==> config.mk <==
export PLATFORM = sky130hd
export DESIGN_NAME = pulse_width_range_trimmed_mean_top
export DESIGN_NICKNAME = d
export VERILOG_FILES = /design/src/pwrtm_pkg.sv /design/src/pwrtm_div.sv /design/src/pwrtm_dp.sv /design/src/pwrtm_ctrl.sv /design/src/pulse_width_range_trimmed_mean_top.sv
export SDC_FILE = /design/constraint.sdc
export NUM_CORES = 1
export LEC_CHECK = 0
export ABC_AREA = 1
export BUFFER_PORTS_ARGS = -buffer_cell sky130_fd_sc_hd__buf_2
export CAP_MARGIN = 10
export CORE_ASPECT_RATIO = 0.6
export CORE_MARGIN = 5
export CORE_UTILIZATION = 32
export CTS_BUF_LIST = sky130_fd_sc_hd__clkbuf_4 sky130_fd_sc_hd__clkbuf_8
export CTS_CLUSTER_DIAMETER = 50
export DETAILED_ROUTE_END_ITERATION = 8
export SLEW_MARGIN = 0
export SYNTH_ARGS = -nofsm -noshare
export SYNTH_HDL_FRONTEND = slang
export SYNTH_SLANG_ARGS = --single-unit
==> constraint.sdc <==
create_clock -name clk -period 6.3 [get_ports clk]
set_input_delay 0.315 -clock clk [delete_from_list [all_inputs] [get_ports clk]]
set_output_delay 0.315 -clock clk [all_outputs]
set_load 0.01 [all_outputs]
==> src/pwrtm_pkg.sv <==
// Shared types, constants and command codes for the pulse-width range trimmed-mean block.
`default_nettype none
package pwrtm_pkg;

  localparam int WINDOW_LEN_DEF = 12;
  localparam int US_PER_CM_DEF  = 10;

  localparam int EC_W      = 16;
  localparam int CFG_W     = 16;
  localparam int CFG_IDX_W = 1;
  localparam int DIST_W    = 13;
  localparam int KIND_W    = 2;

  localparam logic [DIST_W-1:0] DIST_MAX = 13'h1FFF;

  localparam logic [CFG_W-1:0] TIMEOUT_RST = 16'd10000;
  localparam logic [CFG_W-1:0] RESTART_RST = 16'd4000;

  // Configuration register indexes.
  localparam logic [CFG_IDX_W-1:0] CFG_TIMEOUT = 1'd0;
  localparam logic [CFG_IDX_W-1:0] CFG_RESTART = 1'd1;

  // Result kinds.
  localparam logic [KIND_W-1:0] KIND_RAW     = 2'd0;
  localparam logic [KIND_W-1:0] KIND_AVG     = 2'd1;
  localparam logic [KIND_W-1:0] KIND_TIMEOUT = 2'd2;
  localparam logic [KIND_W-1:0] KIND_ZERO    = 2'd3;

  typedef logic [3:0] op_t;

  // Datapath operations issued by the controller.
  localparam op_t OP_NONE        = 4'd0;
  localparam op_t OP_RESTART     = 4'd1;
  localparam op_t OP_RISE        = 4'd2;
  localparam op_t OP_COUNT       = 4'd3;
  localparam op_t OP_TIMEOUT     = 4'd4;
  localparam op_t OP_FALL        = 4'd5;
  localparam op_t OP_ZERO        = 4'd6;
  localparam op_t OP_RAW         = 4'd7;
  localparam op_t OP_INSERT_SCAN = 4'd8;
  localparam op_t OP_SCAN_MM     = 4'd9;
  localparam op_t OP_SCAN_SUM    = 4'd10;
  localparam op_t OP_HELD        = 4'd11;
  localparam op_t OP_START_AVG   = 4'd12;
  localparam op_t OP_AVG_DONE    = 4'd13;

  typedef struct packed {
    op_t  op;
    logic capture;
    logic emit;
  } ctrl_cmd_t;

  typedef struct packed {
    logic restart_active;
    logic in_pulse;
    logic pin;
    logic timeout_hit;
    logic div_done;
    logic dist_zero;
    logic fill_next_full;
    logic scan_last;
    logic cnt_zero;
    logic out_free;
  } dp_stat_t;

endpackage
`default_nettype wire

==> src/pwrtm_div.sv <==
// Restoring serial divider, one quotient bit per cycle.
`default_nettype none
module pwrtm_div
  import pwrtm_pkg::*;
#(
  parameter int DVD_W = 17,
  parameter int DVS_W = 7
) (
  input  wire logic             clk,
  input  wire logic             rst_n,
  input  wire logic             start,
  input  wire logic [DVD_W-1:0] dividend,
  input  wire logic [DVS_W-1:0] divisor,
  output logic                  done,
  output logic      [DVD_W-1:0] quotient
);

  localparam int CNT_W = $clog2(DVD_W);

  logic             busy_r;
  logic             done_r;
  logic [DVD_W-1:0] quo_r;
  logic [DVS_W-1:0] rem_r;
  logic [DVS_W-1:0] den_r;
  logic [CNT_W-1:0] cnt_r;

  logic [DVS_W:0]   shifted;
  logic             step_bit;
  logic [DVS_W:0]   step_rem;

  always_comb begin
    shifted  = {rem_r, quo_r[DVD_W-1]};
    step_bit = (shifted >= {1'b0, den_r});
    step_rem = step_bit ? (shifted - {1'b0, den_r}) : shifted;
  end

  always_ff @(posedge clk) begin
    if (!rst_n) begin
      busy_r <= 1'b0;
      done_r <= 1'b0;
    end else begin
      done_r <= 1'b0;
      if (start) begin
        busy_r <= 1'b1;
      end else if (busy_r && (cnt_r == '0)) begin
        busy_r <= 1'b0;
        done_r <= 1'b1;
      end
    end
  end

  always_ff @(posedge clk) begin
    if (start) begin
      quo_r <= dividend;
      rem_r <= '0;
      den_r <= divisor;
      cnt_r <= CNT_W'(DVD_W - 1);
    end else if (busy_r) begin
      rem_r <= step_rem[DVS_W-1:0];
      quo_r <= {quo_r[DVD_W-2:0], step_bit};
      cnt_r <= cnt_r - CNT_W'(1);
    end
  end

  assign done     = done_r;
  assign quotient = quo_r;

endmodule
`default_nettype wire

==> src/pwrtm_dp.sv <==
// Datapath: pulse timing, window, min/max and sum scan, divider and result registers.
`default_nettype none
module pwrtm_dp
  import pwrtm_pkg::*;
#(
  parameter int WINDOW_LEN = WINDOW_LEN_DEF,
  parameter int US_PER_CM  = US_PER_CM_DEF
) (
  input  wire logic                 clk,
  input  wire logic                 rst_n,
  input  wire ctrl_cmd_t            cmd,
  output dp_stat_t                  stat,
  input  wire logic                 in_pin_level,
  input  wire logic                 cfg_wr_en,
  input  wire logic [CFG_IDX_W-1:0] cfg_index,
  input  wire logic [CFG_W-1:0]     cfg_data,
  input  wire logic                 out_ready,
  output logic                      out_valid,
  output logic                      out_sensor_enable,
  output logic                      out_result_valid,
  output logic      [DIST_W-1:0]    out_distance_cm,
  output logic      [KIND_W-1:0]    out_result_kind
);

  localparam int IDX_W   = $clog2(WINDOW_LEN);
  localparam int FILL_W  = $clog2(WINDOW_LEN + 1);
  localparam int SUM_W   = DIST_W + $clog2(WINDOW_LEN);
  localparam int DVD_W   = SUM_W;
  localparam int DVS_W   = FILL_W;
  // Scaled reciprocal of US_PER_CM; the product gives the exact floor for any 16-bit
  // pulse length.
  localparam int CONV_SH = EC_W + $clog2(US_PER_CM);
  localparam int CONV_W  = EC_W + 1;
  localparam int PROD_W  = EC_W + CONV_W;
  localparam logic [CONV_W-1:0] CONV_MUL =
    CONV_W'(((1 << CONV_SH) + US_PER_CM - 1) / US_PER_CM);

  logic              pin_r;
  logic [EC_W-1:0]   ec_r;
  logic              in_pulse_r;
  logic [DIST_W-1:0] win_r [WINDOW_LEN];
  logic [FILL_W-1:0] fill_r;
  logic [DIST_W-1:0] held_r;
  logic [CFG_W-1:0]  rc_r;
  logic [CFG_W-1:0]  timeout_r;
  logic [CFG_W-1:0]  restart_r;
  logic [IDX_W-1:0]  idx_r;
  logic [DIST_W-1:0] lo_r;
  logic [DIST_W-1:0] hi_r;
  logic [SUM_W-1:0]  sum_r;
  logic [FILL_W-1:0] cnt_r;
  logic [DIST_W-1:0] fall_dist_r;

  logic              res_en_r;
  logic              res_vld_r;
  logic [DIST_W-1:0] res_dist_r;
  logic [KIND_W-1:0] res_kind_r;

  logic              out_valid_r;
  logic              out_en_r;
  logic              out_vld_r;
  logic [DIST_W-1:0] out_dist_r;
  logic [KIND_W-1:0] out_kind_r;

  logic              div_start;
  logic [DVD_W-1:0]  div_dvd;
  logic [DVS_W-1:0]  div_dvs;
  logic              div_done;
  logic [DVD_W-1:0]  div_quo;
  logic [DIST_W-1:0] dist_c;
  logic [PROD_W-1:0] conv_prod;
  logic [EC_W-1:0]   conv_quo;
  logic [DIST_W-1:0] conv_dist;
  logic [DIST_W-1:0] win_rd;
  logic              scan_last;

  // The pulse length is converted by reciprocal multiplication; the divider only
  // serves the trimmed average.
  always_comb begin
    div_start = (cmd.op == OP_START_AVG);
    div_dvd   = DVD_W'(sum_r);
    div_dvs   = DVS_W'(cnt_r);
    dist_c    = (div_quo > DVD_W'(DIST_MAX)) ? DIST_MAX : div_quo[DIST_W-1:0];
    conv_prod = PROD_W'(ec_r) * PROD_W'(CONV_MUL);
    conv_quo  = EC_W'(conv_prod >> CONV_SH);
    conv_dist = (conv_quo > EC_W'(DIST_MAX)) ? DIST_MAX : conv_quo[DIST_W-1:0];
    win_rd    = win_r[idx_r];
    scan_last = (idx_r == IDX_W'(WINDOW_LEN - 1));
  end

  pwrtm_div #(
    .DVD_W(DVD_W),
    .DVS_W(DVS_W)
  ) u_div (
    .clk     (clk),
    .rst_n   (rst_n),
    .start   (div_start),
    .dividend(div_dvd),
    .divisor (div_dvs),
    .done    (div_done),
    .quotient(div_quo)
  );

  always_comb begin
    stat.restart_active = (rc_r != '0);
    stat.in_pulse       = in_pulse_r;
    stat.pin            = pin_r;
    stat.timeout_hit    = (ec_r >= timeout_r);
    stat.div_done       = div_done;
    stat.dist_zero      = (fall_dist_r == '0);
    stat.fill_next_full = (fill_r >= FILL_W'(WINDOW_LEN - 1));
    stat.scan_last      = scan_last;
    stat.cnt_zero       = (cnt_r == '0);
    stat.out_free       = !out_valid_r || out_ready;
  end

  always_ff @(posedge clk) begin
    if (!rst_n) begin
      ec_r        <= '0;
      in_pulse_r  <= 1'b0;
      fill_r      <= '0;
      held_r      <= '0;
      rc_r        <= '0;
      timeout_r   <= TIMEOUT_RST;
      restart_r   <= RESTART_RST;
      out_valid_r <= 1'b0;
    end else begin
      if (cfg_wr_en) begin
        unique case (cfg_index)
          CFG_TIMEOUT: timeout_r <= cfg_data;
          CFG_RESTART: restart_r <= cfg_data;
          default: ;
        endcase
      end
      unique case (cmd.op)
        OP_RESTART: rc_r <= rc_r - CFG_W'(1);
        OP_RISE: begin
          in_pulse_r <= 1'b1;
          ec_r       <= EC_W'(1);
        end
        OP_COUNT: ec_r <= ec_r + EC_W'(1);
        OP_TIMEOUT, OP_FALL: begin
          in_pulse_r <= 1'b0;
          ec_r       <= '0;
        end
        // A zero restart time still holds the enable low for the current tick.
        OP_ZERO: rc_r <= (restart_r != '0) ? (restart_r - CFG_W'(1)) : '0;
        OP_RAW, OP_INSERT_SCAN: begin
          if (fill_r < FILL_W'(WINDOW_LEN)) begin
            fill_r <= fill_r + FILL_W'(1);
          end
        end
        OP_AVG_DONE: held_r <= dist_c;
        default: ;
      endcase
      if (cmd.emit) begin
        out_valid_r <= 1'b1;
      end else if (out_ready) begin
        out_valid_r <= 1'b0;
      end
    end
  end

  always_ff @(posedge clk) begin
    if (cmd.capture) begin
      pin_r <= in_pin_level;
    end
    unique case (cmd.op)
      OP_RESTART: begin
        res_en_r   <= 1'b0;
        res_vld_r  <= 1'b0;
        res_dist_r <= '0;
        res_kind_r <= KIND_RAW;
      end
      OP_RISE, OP_COUNT: begin
        res_en_r   <= 1'b1;
        res_vld_r  <= 1'b0;
        res_dist_r <= '0;
        res_kind_r <= KIND_RAW;
      end
      OP_TIMEOUT: begin
        res_en_r   <= 1'b1;
        res_vld_r  <= 1'b1;
        res_dist_r <= held_r;
        res_kind_r <= KIND_TIMEOUT;
      end
      OP_FALL: fall_dist_r <= conv_dist;
      OP_ZERO: begin
        res_en_r   <= 1'b0;
        res_vld_r  <= 1'b1;
        res_dist_r <= held_r;
        res_kind_r <= KIND_ZERO;
      end
      OP_RAW: begin
        for (int i = WINDOW_LEN - 1; i > 0; i--) begin
          win_r[i] <= win_r[i-1];
        end
        win_r[0]   <= fall_dist_r;
        res_en_r   <= 1'b1;
        res_vld_r  <= 1'b1;
        res_dist_r <= fall_dist_r;
        res_kind_r <= KIND_RAW;
      end
      OP_INSERT_SCAN: begin
        for (int i = WINDOW_LEN - 1; i > 0; i--) begin
          win_r[i] <= win_r[i-1];
        end
        win_r[0] <= fall_dist_r;
        lo_r     <= fall_dist_r;
        hi_r     <= fall_dist_r;
        idx_r    <= IDX_W'(1);
      end
      OP_SCAN_MM: begin
        if (win_rd < lo_r) begin
          lo_r <= win_rd;
        end
        if (win_rd > hi_r) begin
          hi_r <= win_rd;
        end
        if (scan_last) begin
          idx_r <= '0;
          sum_r <= '0;
          cnt_r <= '0;
        end else begin
          idx_r <= idx_r + IDX_W'(1);
        end
      end
      OP_SCAN_SUM: begin
        if ((win_rd > lo_r) && (win_rd < hi_r)) begin
          sum_r <= sum_r + SUM_W'(win_rd);
          cnt_r <= cnt_r + FILL_W'(1);
        end
        idx_r <= scan_last ? '0 : (idx_r + IDX_W'(1));
      end
      OP_HELD: begin
        res_en_r   <= 1'b1;
        res_vld_r  <= 1'b1;
        res_dist_r <= held_r;
        res_kind_r <= KIND_AVG;
      end
      OP_AVG_DONE: begin
        res_en_r   <= 1'b1;
        res_vld_r  <= 1'b1;
        res_dist_r <= dist_c;
        res_kind_r <= KIND_AVG;
      end
      default: ;
    endcase
    if (cmd.emit) begin
      out_en_r   <= res_en_r;
      out_vld_r  <= res_vld_r;
      out_dist_r <= res_dist_r;
      out_kind_r <= res_kind_r;
    end
  end

  assign out_valid         = out_valid_r;
  assign out_sensor_enable = out_en_r;
  assign out_result_valid  = out_vld_r;
  assign out_distance_cm   = out_dist_r;
  assign out_result_kind   = out_kind_r;

endmodule
`default_nettype wire

==> src/pwrtm_ctrl.sv <==
// Controller state machine sequencing one tick through the datapath.
`default_nettype none
module pwrtm_ctrl
  import pwrtm_pkg::*;
(
  input  wire logic     clk,
  input  wire logic     rst_n,
  input  wire logic     in_valid,
  output logic          in_ready,
  input  wire dp_stat_t stat,
  output ctrl_cmd_t     cmd
);

  localparam logic [3:0] S_IDLE = 4'd0;
  localparam logic [3:0] S_EVAL = 4'd1;
  localparam logic [3:0] S_DIST = 4'd2;
  localparam logic [3:0] S_MM   = 4'd3;
  localparam logic [3:0] S_SUM  = 4'd4;
  localparam logic [3:0] S_SUMD = 4'd5;
  localparam logic [3:0] S_DIVA = 4'd6;
  localparam logic [3:0] S_EMIT = 4'd7;

  logic [3:0] state_r;
  logic [3:0] state_nxt;

  always_comb begin
    state_nxt   = state_r;
    in_ready    = 1'b0;
    cmd.op      = OP_NONE;
    cmd.capture = 1'b0;
    cmd.emit    = 1'b0;
    unique case (state_r)
      S_IDLE: begin
        in_ready    = 1'b1;
        cmd.capture = in_valid;
        if (in_valid) begin
          state_nxt = S_EVAL;
        end
      end
      S_EVAL: begin
        state_nxt = S_EMIT;
        priority if (stat.restart_active) begin
          cmd.op = OP_RESTART;
        end else if (!stat.in_pulse) begin
          priority if (stat.pin) begin
            cmd.op = OP_RISE;
          end else if (stat.timeout_hit) begin
            cmd.op = OP_TIMEOUT;
          end else begin
            cmd.op = OP_COUNT;
          end
        end else if (stat.pin) begin
          cmd.op = stat.timeout_hit ? OP_TIMEOUT : OP_COUNT;
        end else begin
          // Falling edge: the pulse length is converted to centimeters.
          cmd.op    = OP_FALL;
          state_nxt = S_DIST;
        end
      end
      S_DIST: begin
        priority if (stat.dist_zero) begin
          cmd.op    = OP_ZERO;
          state_nxt = S_EMIT;
        end else if (stat.fill_next_full) begin
          cmd.op    = OP_INSERT_SCAN;
          state_nxt = S_MM;
        end else begin
          cmd.op    = OP_RAW;
          state_nxt = S_EMIT;
        end
      end
      S_MM: begin
        cmd.op = OP_SCAN_MM;
        if (stat.scan_last) begin
          state_nxt = S_SUM;
        end
      end
      S_SUM: begin
        cmd.op = OP_SCAN_SUM;
        if (stat.scan_last) begin
          state_nxt = S_SUMD;
        end
      end
      S_SUMD: begin
        if (stat.cnt_zero) begin
          cmd.op    = OP_HELD;
          state_nxt = S_EMIT;
        end else begin
          cmd.op    = OP_START_AVG;
          state_nxt = S_DIVA;
        end
      end
      S_DIVA: begin
        if (stat.div_done) begin
          cmd.op    = OP_AVG_DONE;
          state_nxt = S_EMIT;
        end
      end
      S_EMIT: begin
        if (stat.out_free) begin
          cmd.emit  = 1'b1;
          state_nxt = S_IDLE;
        end
      end
      default: state_nxt = S_IDLE;
    endcase
  end

  always_ff @(posedge clk) begin
    if (!rst_n) begin
      state_r <= S_IDLE;
    end else begin
      state_r <= state_nxt;
    end
  end

endmodule
`default_nettype wire

==> src/pulse_width_range_trimmed_mean_top.sv <==
// Top level of the pulse-width range sensor with trimmed moving average.
`default_nettype none
// Each input transfer is one microsecond tick of the sensor's PWM pin and yields exactly
// one output transfer. An ordinary tick is accepted, evaluated and loaded into the output
// register. A falling-edge tick converts the pulse length to centimeters with a
// reciprocal multiplication and then passes the S_DIST step, which leads straight to the
// output on a zero reading or while the window fills. Once the window is full it also
// scans the window twice, one entry per cycle, and divides the trimmed sum by its count
// in a serial divider that produces one quotient bit per cycle over DVD_W =
// 13 + clog2(WINDOW_LEN) bits; when the trimmed set is empty the division is skipped.
// A stall on the output holds the tick until the previous result is taken. A new tick is
// accepted while the previous result still waits in the output register.
module pulse_width_range_trimmed_mean_top
  import pwrtm_pkg::*;
#(
  parameter int WINDOW_LEN = WINDOW_LEN_DEF,
  parameter int US_PER_CM  = US_PER_CM_DEF
) (
  input  wire logic                 clk,
  input  wire logic                 rst_n,
  input  wire logic                 in_valid,
  output logic                      in_ready,
  input  wire logic                 in_pin_level,
  output logic                      out_valid,
  input  wire logic                 out_ready,
  output logic                      out_sensor_enable,
  output logic                      out_result_valid,
  output logic      [DIST_W-1:0]    out_distance_cm,
  output logic      [KIND_W-1:0]    out_result_kind,
  input  wire logic                 cfg_wr_en,
  input  wire logic [CFG_IDX_W-1:0] cfg_index,
  input  wire logic [CFG_W-1:0]     cfg_data
);

  ctrl_cmd_t cmd;
  dp_stat_t  stat;

  pwrtm_ctrl u_ctrl (
    .clk     (clk),
    .rst_n   (rst_n),
    .in_valid(in_valid),
    .in_ready(in_ready),
    .stat    (stat),
    .cmd     (cmd)
  );

  pwrtm_dp #(
    .WINDOW_LEN(WINDOW_LEN),
    .US_PER_CM (US_PER_CM)
  ) u_dp (
    .clk              (clk),
    .rst_n            (rst_n),
    .cmd              (cmd),
    .stat             (stat),
    .in_pin_level     (in_pin_level),
    .cfg_wr_en        (cfg_wr_en),
    .cfg_index        (cfg_index),
    .cfg_data         (cfg_data),
    .out_ready        (out_ready),
    .out_valid        (out_valid),
    .out_sensor_enable(out_sensor_enable),
    .out_result_valid (out_result_valid),
    .out_distance_cm  (out_distance_cm),
    .out_result_kind  (out_result_kind)
  );

  // A result must never overwrite one that has not been transferred.
  a_emit_free: assert property (@(posedge clk) disable iff (!rst_n)
    cmd.emit |-> (!out_valid || out_ready))
    else $error("result loaded over a pending output");

  // The divider only finishes while the controller is busy with a tick.
  a_div_busy: assert property (@(posedge clk) disable iff (!rst_n)
    stat.div_done |-> !in_ready)
    else $error("divider finished while controller idle");

  // Ticks without a reading carry zero distance and kind.
  a_no_reading: assert property (@(posedge clk) disable iff (!rst_n)
    (out_valid && !out_result_valid) |-> (out_distance_cm == '0 && out_result_kind == KIND_RAW))
    else $error("non-reading result carries data");

  // A reading with the sensor disabled is always the zero-reading restart.
  a_zero_restart: assert property (@(posedge clk) disable iff (!rst_n)
    (out_valid && out_result_valid && !out_sensor_enable) |-> (out_result_kind == KIND_ZERO))
    else $error("sensor disabled on a reading that is not a zero reading");

endmodule
`default_nettype wire
==> metrics.cfg, run 1 <==
[power_and_ir_drop]
leakagePower_nw=11.0
p_switching_w=0.00377
power_density_nw_per_um2=383
swShare=0.396
vdd.ir_drop.worst_mv=0.170
intPower_w=0.00575
clockPowerShare=0.222
p_comb_frac=0.370
power_w=0.00952
power_frac_seq=0.408

[finish]
final_area_sq_um=24800
fin_cells=3351
final_cell_mix=inv_1 (375), nand2_1 (358), edfxtp_1 (276), ha_1 (196), o21ai_0 (195)
nNetsFinal=2692
area_growth_pct=12.0
final_common_cell=inv_1
drive_above_1_share=0.0776
fillers=6862

[critical_path]
setup.worst_path.start_class=flop
required_ns=6.70
reg2reg_slack_ns=0.85
crit_end=u_dp.fall_dist_r[10]
cp_max_fo=8
timing.setup.critical_path_class=flop to flop
crit_path_start=u_dp.ec_r[2]
cp_data_arrival_time_ns=5.86
r2r_cells=17
end_kind=flop
r2r_start=u_dp.ec_r[2]
reg2reg_to=u_dp.fall_dist_r[10]

[logic_synthesis]
yosys.area.top_type=edfxtp_1
ys_types=47
synth-edff-count=276
yosys-top-cells-area=edfxtp_1 (37%), ha_1 (11%), dfxtp_1 (9.1%), fa_1 (7.4%), inv_1 (6.4%)
synth-async-reset-ratio=0
syn_inst=2309
syn_avg_cell_area_sq_um=9.61
ys_ff_latch=377
yosysSeqAreaShare=0.465
synth_area_sq_um=22200
synth-warning-count=0
synth_top_area_share=0.373
synth_ff_type=edfxtp_1
synth_nets=2610

[floorplan]
fp.dieW_microns=350
rows=74
die_area_sq_um=74900
coreArea_sq_um=68300
die_h_microns=214
initial_core_util=0.325
io_pins=42

[route]
wl_microns=58700
drc=0
post_drt_wl_per_cell_microns=17.5
num_vias=16400
viasPerCell=4.89
drtIter0Drc=1551
drt.antenna.violating_nets=0
drt-pass1-iter-count=6

[grt]
grt_max_degree=83
grt_usage=0.154
grt-ovfl-total=0
antenna_found_initial=3
grt_pass1_vias=16200
grt_pass1_wl_microns=91600

[clock_network]
clock_latency_ns=0.69
clk_pin_slew_ns=0.07
postCtsSetupBuffers=0
cts_buffer_depth=3
cts_tree=yes
clockRootBuffer=clkbuf_8
cts_sinks=377
cts_inserted_buffers=56
htreeDepth=2

[sta]
slew-limit-headroom=0.260
report.final.slew_viol_count=0
fin_setup_tns_ns=0
fmax_mhz=183
tightest_slew_ns=1.11
skew_ns=0.0407
fin_crit_ns=5.45
setup_viol=0
grt_setup_unrepaired=false
fin_crit_sh=0.866
report.final.hold_viol_count=0

[placed_design]
placement.io_buffers=41
dp_cells=3227
dp_hpwl_microns=44000
place_congestion=0.942
dpl-instance-area_sq_um=23500

[job]
cap_violations=0

[worst_hold_path]
hp-class=input pin to flop

[status]
outcome=finished, final reports clean

state kept, by name (all words and copies together) (netlist names), 16 cells and up, named ones only:
register,flops
u_dp.u_div.quotient,17
u_dp.rc_r,16
u_dp.timeout_r,16
u_dp.ec_r,16
u_dp.win_r,156
u_dp.div_dvd,17
u_dp.restart_r,16
cells in the mapped netlist (4+ instances only):
library cell	n
mux2i_1	39
fa_1	82
o21ai_1	5
xor2_1	38
nand4_1	20
dfxtp_1	101
inv_1	376
nand2_1	359
nor3_1	25
a21oi_1	173
o22ai_1	4
clkbuf_1	46
o21ai_0	195
nor2_1	182
edfxtp_1	276
or2_2	9
xnor2_1	23
ha_1	196
o21a_1	6
o211ai_1	37
o21bai_1	5
nand3_1	59
buf_2	4
cell type report:
class | count | area, sq um | area share
Timing Repair Buffer | 83 | 578 | 0.0233
Sequential cell | 377 | 10300 | 0.415
Inverter | 382 | 1430 | 0.0577
Antenna cell | 3 | 7.51 | 0.000302
Clock buffer | 80 | 988 | 0.0398
Clock inverter | 23 | 175 | 0.00705
Tap cell | 912 | 1140 | 0.0459
Multi-Input combinational cell | 1491 | 10200 | 0.411
power by group through the flow:
stage | Combinational [W] | Clock, W | Sequential (W)
final | 0.00352 | 0.00212 | 0.00388
after global routing | 0.00400 | 0.00229 | 0.00394
after CTS | 0.00351 | 0.00217 | 0.00388
after detailed placement | 0.00348 | 0 | 0.00392
after global placement | 0.00338 | 0 | 0.00390
after floorplan | 0.00261 | 0 | 0.00375
what timing repair did:
item / CTS / global route
hold buffers: 18 / 0
gates resized for setup: 0 / 0
hold endpoints to repair: 34 / 0
per-layer routing:
layer | up-vias | part of all wire | wire length (microns) | global-route usage
met3 | 67 | 0.10 | 5890 | 0.0544
met4 | 0 | 0.012 | 704 | 0.0244
met2 | 514 | 0.38 | 22400 | 0.206
li1 | 7907 | - | - | -
met5 | - | 0 | 0 | 0
met1 | 7900 | 0.51 | 29700 | 0.239
critical path, cell delays in order, from the launching register on:
cell and delay, ns:
dfxtp_1 0.57, ha_1 0.33, inv_1 0.09, fa_1 0.51, inv_1 0.05, fa_1 0.51
fa_1 0.52, fa_1 0.54, inv_1 0.05, fa_1 0.53, inv_1 0.04, ha_1 0.30
nand2_1 0.12, nor4_1 0.44, nand4_1 0.13, nand3_1 0.17, a31oi_1 0.12, xor2_1 0.16
cells by family (layout without fill, tap and decap cells):
group	after synthesis	in the layout	share of synthesized area
AOI/OAI and AO/OA	444	444	0.108
xor gates and xnor gates	61	61	0.0241
adders and majority gates	278	278	0.184
buffers and inverters	441	568	0.0763
DFF	377	377	0.465
muxes	39	39	0.0176
other	0	3	0
and+or+nand+nor	669	669	0.125
worst min path at each step:
stage,start,end,slack [ns],depth (start not counted)
6_report,out_ready,u_dp.out_valid,0.04,3
4_1_cts,out_ready,u_dp.out_valid,0.01,3
2_1_floorplan,u_dp.res_dist_r[0],u_dp.out_distance_cm[0],0.40,0
5_1_grt,out_ready,u_dp.out_valid,0.04,3
3_5_place_dp,u_dp.res_dist_r[1],u_dp.out_distance_cm[1],0.41,0
3_3_place_gp,u_dp.res_dist_r[1],u_dp.out_distance_cm[1],0.40,0
metrics by stage:
stage / setup WS, ns / hold slack [ns] / util
2_1_floorplan: 1.00 / 0.400 / -
3_3_place_gp: 0.867 / 0.401 / 0.344
3_5_place_dp: 0.918 / 0.405 / 0.344
4_1_cts: 0.877 / 0.0136 / 0.364
5_1_grt: 0.489 / 0.0379 / 0.364
6_report: 0.847 / 0.0407 / 0.364
No activity file was read; power rests on OpenSTA's default activity.
==> inputs of run 2 (changes only) <==
- SYNTH_HIERARCHICAL: unset -> 1
==> metrics.cfg, run 2 <==
[finish]
largest_register=u_dp/win_r  ; was u_dp.win_r
final_common_cell=nand2_1  ; was inv_1
area_growth_pct=11.5  ; was 12.0%
fin_cells=3720  ; was 3351
drive_above_1_share=0.0762  ; was 0.0776
postLayoutCoreUtil=0.361  ; was 0.364
final_cell_mix=nand2_1 (515), inv_1 (488), edfxtp_1 (276), ha_1 (197), a21oi_1 (188)  ; was inv_1 (375), nand2_1 (358), edfxtp_1 (276), ha_1 (196), o21ai_0 (195)
nNetsFinal=2999  ; was 2692
largest_reg_flops=156  ; unchanged

[sta]
grt_setup_unrepaired=false  ; unchanged
slew-limit-headroom=0.295  ; was 0.260
fin_crit_sh=0.874  ; was 0.866
fin_setup_tns_ns=0  ; unchanged
tightest_slew_ns=1.06  ; was 1.11 ns
report.final.slew_viol_count=0  ; unchanged
holdWs_ns=0.168  ; was 0.0407 ns
skew_ns=0.0413  ; was 0.0407 ns
setup_viol=0  ; unchanged
report.final.hold_viol_count=0  ; unchanged
fmax_mhz=182  ; was 183 MHz
fin_crit_ns=5.51  ; was 5.45 ns

[logic_synthesis]
yosysSeqAreaShare=0.442  ; was 0.465
syn_avg_cell_area_sq_um=8.86  ; was 9.61 sq um
synth_nets=2932  ; was 2610
syn_inst=2631  ; was 2309
ys_ff_latch=377  ; unchanged
ys_types=53  ; was 47
synth_ff_type=edfxtp_1  ; unchanged
synth_common_cells=nand2_1 (516), inv_1 (488), edfxtp_1 (276)  ; was inv_1 (376), nand2_1 (359), edfxtp_1 (276)
synth_top_area_share=0.356  ; was 0.373
synth-async-reset-ratio=0  ; unchanged
yosys-top-cells-area=edfxtp_1 (36%), ha_1 (11%), dfxtp_1 (8.7%), nand2_1 (8.3%), inv_1 (7.9%)  ; was edfxtp_1 (37%), ha_1 (11%), dfxtp_1 (9.1%), fa_1 (7.4%), inv_1 (6.4%)
yosys.area.top_type=edfxtp_1  ; unchanged
synth_area_sq_um=23300  ; was 22200 sq um
synth.most_common_cell=nand2_1  ; was inv_1
synth-edff-count=276  ; unchanged
synth-warning-count=6  ; was 0

[critical_path]
cp_data_arrival_time_ns=5.91  ; was 5.86 ns
worst_path_most_repeated_cell=inv_1  ; was fa_1
setup.worst_path.start_class=flop  ; unchanged
crit_buf_inv=5  ; was 4
cpMaxStageDelayCell=dfxtp_1  ; unchanged
crit_path_max_incr_delay_ns=0.60  ; was 0.57 ns
cp_max_fo=10  ; was 8
required_ns=6.70  ; about the same
end_kind=flop  ; unchanged
crit_family=adder cells  ; unchanged
timing.setup.critical_path_class=flop to flop  ; unchanged
cp_cell_sequence=ha_1, xor2_1, ha_1, fa_1, inv_1, fa_1, inv_1, fa_1, inv_1, fa_1, inv_1, ha_1, nand2_1, nor2_1, inv_1, nor3_1, nand2_1, nor2_1, nand2_1, nand3_1, nand2_1  ; was ha_1, inv_1, fa_1, inv_1, fa_1, fa_1, fa_1, inv_1, fa_1, inv_1, ha_1, nand2_1, nor4_1, nand4_1, nand3_1, a31oi_1, xor2_1

[power_and_ir_drop]
vdd.ir_drop.worst_mv=0.217  ; was 0.170 mV
power_w=0.0108  ; was 0.00952 W
power_density_nw_per_um2=416  ; was 383 nW/um^2
leakagePower_nw=11.9  ; was 11.0 nW

[floorplan]
coreArea_sq_um=72000  ; was 68300 sq um
io_pins=42  ; unchanged
fp.dieW_microns=358  ; was 350 microns
initial_core_util=0.324  ; was 0.325
die_h_microns=219  ; was 214 microns
rows=76  ; was 74
die_area_sq_um=78500  ; was 74900 sq um

[clock_network]
htreeDepth=2  ; unchanged
cts-hold-fix-buffers=19  ; was 18
clk_pin_slew_ns=0.07  ; about the same
postCtsSetupBuffers=0  ; unchanged
clock_latency_ns=0.67  ; was 0.69 ns
cts_tree=yes  ; unchanged
cts_sinks=377  ; unchanged
cts_inserted_buffers=55  ; was 56
clockRootBuffer=clkbuf_8  ; unchanged
cts_resized=0  ; unchanged
cts_buffer_depth=3  ; unchanged

[grt]
grt_max_degree=119  ; was 83
grt_usage=0.153  ; was 0.154
antenna_found_initial=1  ; was 3
grt_pass1_wl_microns=94000  ; was 91600 microns
grt-ovfl-total=0  ; unchanged
grt_pass1_vias=16200  ; about the same

[route]
post_drt_wl_per_cell_microns=16.3  ; was 17.5 microns
drt.antenna.violating_nets=0  ; unchanged
viasPerCell=4.73  ; was 4.89
drt-pass1-iter-count=6  ; unchanged
drtIter0Drc=1742  ; was 1551
drc=0  ; unchanged
num_vias=17600  ; was 16400
wl_microns=60500  ; was 58700 microns

[job]
cap_violations=0  ; unchanged

[placed_design]
place_congestion=0.971  ; was 0.942
placement.io_buffers=41  ; unchanged
dp_cells=3597  ; was 3227
dp_hpwl_microns=45500  ; was 44000 microns

[worst_hold_path]
hp-class=input pin to flop  ; unchanged

[status]
outcome=finished, final reports clean  ; unchanged

[run 2: cell types whose count changed after synthesis, moves of 8 or more]
cell | before | now
buf_4 | 3 | 11
inv_1 | 376 | 488
mux2i_1 | 39 | 13
clkbuf_1 | 46 | 30
nor3_1 | 25 | 13
nand2_1 | 359 | 516
o211ai_1 | 37 | 54
a21oi_1 | 173 | 188
o21ai_0 | 195 | 155
buf_2 | 4 | 22
xnor2_1 | 23 | 4
o21ai_1 | 5 | 36
nand3_1 | 59 | 119
xor2_1 | 38 | 24
[run 2: kinds of logic (layout without fill, tap and decap cells)]
logic type               count (synthesis)  in the layout  synth area share
adder cells (fa/ha/maj)                278            278             0.175
buffers and inverters                  572            685            0.0959
AO/OA/AOI/OAI                          466            466             0.110
AND/OR/NAND/NOR                        897            897             0.161
multiplexers                            13             13           0.00558
flip-flops                             377            377             0.442
other                                    0              1                 0
XOR/XNOR                                28             28            0.0105
[run 2: final timing paths]
kind	start	to	slack [ns]	cells after the start
min	cfg_index	u_dp/timeout_r[4]	0.17	4
min reg2reg	u_dp/res_kind_r[0]	u_dp/out_result_kind[0]	0.42	0
max	u_dp/ec_r[4]	u_dp/fall_dist_r[9]	0.79	21
max reg2reg	u_dp/ec_r[4]	u_dp/fall_dist_r[9]	0.79	21
[run 2: where the power goes]
group | switching (W) | internal [W]
Combinational | 0.00288 | 0.00126
Sequential | 0.000541 | 0.00391
Clock | 0.00105 | 0.00118
Total | 0.00447 | 0.00635
[run 2: metrics by stage]
stage               setup WS, ns  cell area [sq um]
finish                     0.791              26000
global route               0.494              26000
CTS                        0.856              26000
detailed placement         0.864              24600
global placement           0.883              24600
floorplan                   1.37              23300
[run 2: cell type report]
type / count / area [sq um]
diodes: 1 / 2.50
clock buffers: 88 / 1070
clock inverters: 15 / 178
fillers: 7425 / 46000
inverters: 504 / 1900
multi-input cells: 1682 / 10800
flip-flops and latches: 377 / 10300
well taps: 975 / 1220
repair buffers: 78 / 531
[run 2: tightest hold or removal path: stages]
cell and delay [ns]:
buf_2 0.09, nor2_1 0.04, buf_4 0.18, o211ai_1 0.16
[run 2: per-layer routing]
layer / track usage / routed length, microns
met4: 0.0253 / 724
met2: 0.177 / 20700
met1: 0.256 / 32600
met3: 0.0569 / 6500
met5: 0 / 0
==> inputs of run 3 (changes only) <==
- CAP_MARGIN: 10 -> unset
- PLACE_DENSITY: unset -> 0.55
==> metrics.cfg, run 3 (synthesized netlist as in run 2, its figures left out) <==
[sta]
fin_setup_tns_ns=0  ; unchanged
report.final.hold_viol_count=0  ; unchanged
finalWorstSetupSlack_ns=0.797  ; was 0.791 ns
grt_setup_unrepaired=false  ; unchanged
report.final.slew_viol_count=0  ; unchanged
fin_crit_sh=0.873  ; was 0.874
setup_viol=0  ; unchanged
fmax_mhz=182  ; about the same
skew_ns=0.0477  ; was 0.0413 ns
tightest_slew_ns=1.07  ; was 1.06 ns
slew-limit-headroom=0.284  ; was 0.295
fin_crit_ns=5.50  ; was 5.51 ns

[clock_network]
cts_resized=0  ; unchanged
cts_buffer_depth=3  ; unchanged
clock_latency_ns=0.68  ; was 0.67 ns
cts_inserted_buffers=55  ; unchanged
cts_sinks=377  ; unchanged
clk_pin_slew_ns=0.08  ; was 0.07 ns
cts_tree=yes  ; unchanged
htreeDepth=2  ; unchanged
clockRootBuffer=clkbuf_8  ; unchanged

[finish]
final_cell_mix=nand2_1 (515), inv_1 (488), edfxtp_1 (276), ha_1 (197), a21oi_1 (188)  ; unchanged
fin_cells=3716  ; was 3720
final_common_cell=nand2_1  ; unchanged
fillers=7403  ; was 7425
area_growth_pct=10.9  ; was 11.5%
drive_above_1_share=0.0701  ; was 0.0762
regArea_sq_um=10300  ; unchanged
largest_register=u_dp/win_r  ; unchanged
multiInputGateArea_sq_um=10800  ; about the same
nNetsFinal=2995  ; was 2999
final_area_sq_um=25800  ; was 26000 sq um
largest_reg_flops=156  ; unchanged

[floorplan]
fp.dieW_microns=358  ; unchanged
io_pins=42  ; unchanged
die_area_sq_um=78500  ; unchanged
coreArea_sq_um=72000  ; unchanged
die_h_microns=219  ; unchanged
initial_core_util=0.324  ; unchanged
rows=76  ; unchanged

[route]
wl_microns=60700  ; was 60500 microns
drtIter0Drc=1753  ; was 1742
post_drt_wl_per_cell_microns=16.3  ; about the same
drc=0  ; unchanged
viasPerCell=4.70  ; was 4.73
drt-pass1-iter-count=5  ; was 6
drt.antenna.violating_nets=0  ; unchanged
num_vias=17500  ; was 17600

[placed_design]
dp_slack_ns=0.882  ; was 0.864 ns
place_congestion=0.943  ; was 0.971
placement.io_buffers=41  ; unchanged
dpl-instance-area_sq_um=24500  ; was 24600 sq um
dp_hpwl_microns=45900  ; was 45500 microns
dp_cells=3593  ; was 3597

[grt]
grt-ovfl-total=0  ; unchanged
grt_pass1_vias=15700  ; was 16200
antenna_found_initial=2  ; was 1
grt_max_degree=100  ; was 119
grt_pass1_wl_microns=93300  ; was 94000 microns
grt_usage=0.152  ; was 0.153

[power_and_ir_drop]
p_comb_frac=0.392  ; was 0.383
leakagePower_nw=11.8  ; was 11.9 nW
vdd.ir_drop.worst_mv=0.206  ; was 0.217 mV
clockPowerShare=0.193  ; was 0.206
p_switching_w=0.00444  ; was 0.00447 W
swShare=0.418  ; was 0.413
intPower_w=0.00619  ; was 0.00635 W
power_frac_seq=0.415  ; was 0.411
power_density_nw_per_um2=411  ; was 416 nW/um^2

[worst_hold_path]
worstHoldStart=cfg_index  ; unchanged
worstHoldEndpoint=u_dp/timeout_r[4]  ; unchanged
whs_path_depth=4  ; unchanged
hp-class=input pin to flop  ; unchanged

[status]
outcome=finished, final reports clean  ; unchanged

[critical_path]
r2r_start=u_dp/ec_r[4]  ; unchanged
setup.worst_path.start_class=flop  ; unchanged
timing.setup.critical_path_class=flop to flop  ; unchanged
cp_data_arrival_time_ns=5.92  ; was 5.91 ns
r2r_cells=21  ; unchanged
reg2reg_slack_ns=0.80  ; was 0.79 ns
required_ns=6.71  ; was 6.70 ns
reg2reg_to=u_dp/fall_dist_r[9]  ; unchanged
end_kind=flop  ; unchanged
cp_max_fo=10  ; unchanged

[job]
cap_violations=0  ; unchanged

-- run 3: cell types whose count changed in the layout (fill, tap and decap cells not counted), moves of 2 or more --
cell and delta:
clkbuf_8 -10, buf_4 -4, inv_6 -2, clkbuf_4 -4, clkinv_2 +3, clkinv_1 +13
-- run 3: per-stage QoR --
step / util / hold WS [ns] / total power [W]
after detailed placement: 0.341 / 0.407 / 0.00856
after global routing: 0.359 / 0.135 / 0.0115
after global placement: 0.341 / 0.406 / 0.00854
after floorplan: - / 0.400 / 0.00734
final: 0.359 / 0.155 / 0.0106
after CTS: 0.359 / 0.103 / 0.0107
-- run 3: what timing repair did --
item                      CTS  global route
hold buffers               19             0
hold endpoints to repair   34             0
buffers inserted            0             0
-- run 3: worst max-delay path, stage by stage (launching register included) --
cell and delay (ns):
dfxtp_1 0.59, ha_1 0.43, xor2_1 0.20, ha_1 0.28, fa_1 0.54, inv_1 0.05
fa_1 0.53, inv_1 0.05, fa_1 0.53, inv_1 0.05, fa_1 0.52, inv_1 0.04
ha_1 0.40, nand2_1 0.14, nor2_1 0.20, inv_1 0.08, nor3_1 0.20, nand2_1 0.11
nor2_1 0.10, nand2_1 0.08, nand3_1 0.08, nand2_1 0.06
-- run 3: worst max-delay path by stage --
stage | slack, ns | depth (start not counted) | startpoint | end
after floorplan | 1.37 | 21 | u_dp/ec_r[4] | u_dp/fall_dist_r[9]
after global placement | 0.96 | 21 | u_dp/ec_r[4] | u_dp/fall_dist_r[9]
after detailed placement | 0.88 | 21 | u_dp/ec_r[4] | u_dp/fall_dist_r[9]
after CTS | 0.86 | 21 | u_dp/ec_r[4] | u_dp/fall_dist_r[9]
after global routing | 0.51 | 21 | u_dp/ec_r[4] | u_dp/fall_dist_r[5]
final | 0.80 | 21 | u_dp/ec_r[4] | u_dp/fall_dist_r[9]
-- run 3: power by group through the flow --
| stage | Combinational [W] | Sequential [W] | Clock [W] |
|---|---|---|---|
| finish | 0.00417 | 0.00441 | 0.00205 |
| global route | 0.00473 | 0.00451 | 0.00224 |
| CTS | 0.00414 | 0.00441 | 0.00213 |
| detailed placement | 0.00411 | 0.00446 | 0 |
| global placement | 0.00410 | 0.00444 | 0 |
| floorplan | 0.00310 | 0.00424 | 0 |
-- run 3: metal layers --
metal | share of wire | track usage | up-vias
met5 | 0 | 0 | -
met4 | 0.011 | 0.0248 | 0
met3 | 0.11 | 0.0562 | 56
met2 | 0.34 | 0.172 | 553
met1 | 0.55 | 0.259 | 8057
li1 | - | - | 8801
-- run 3: layout make-up --
class / count / share of cell area
antenna: 2 / 0.000194
clock buffer: 74 / 0.0348
clock inverter: 28 / 0.00833
inverter: 504 / 0.0734
multi-input combinational: 1682 / 0.418
sequential: 377 / 0.399
tap: 975 / 0.0472
timing repair buffer: 74 / 0.0194
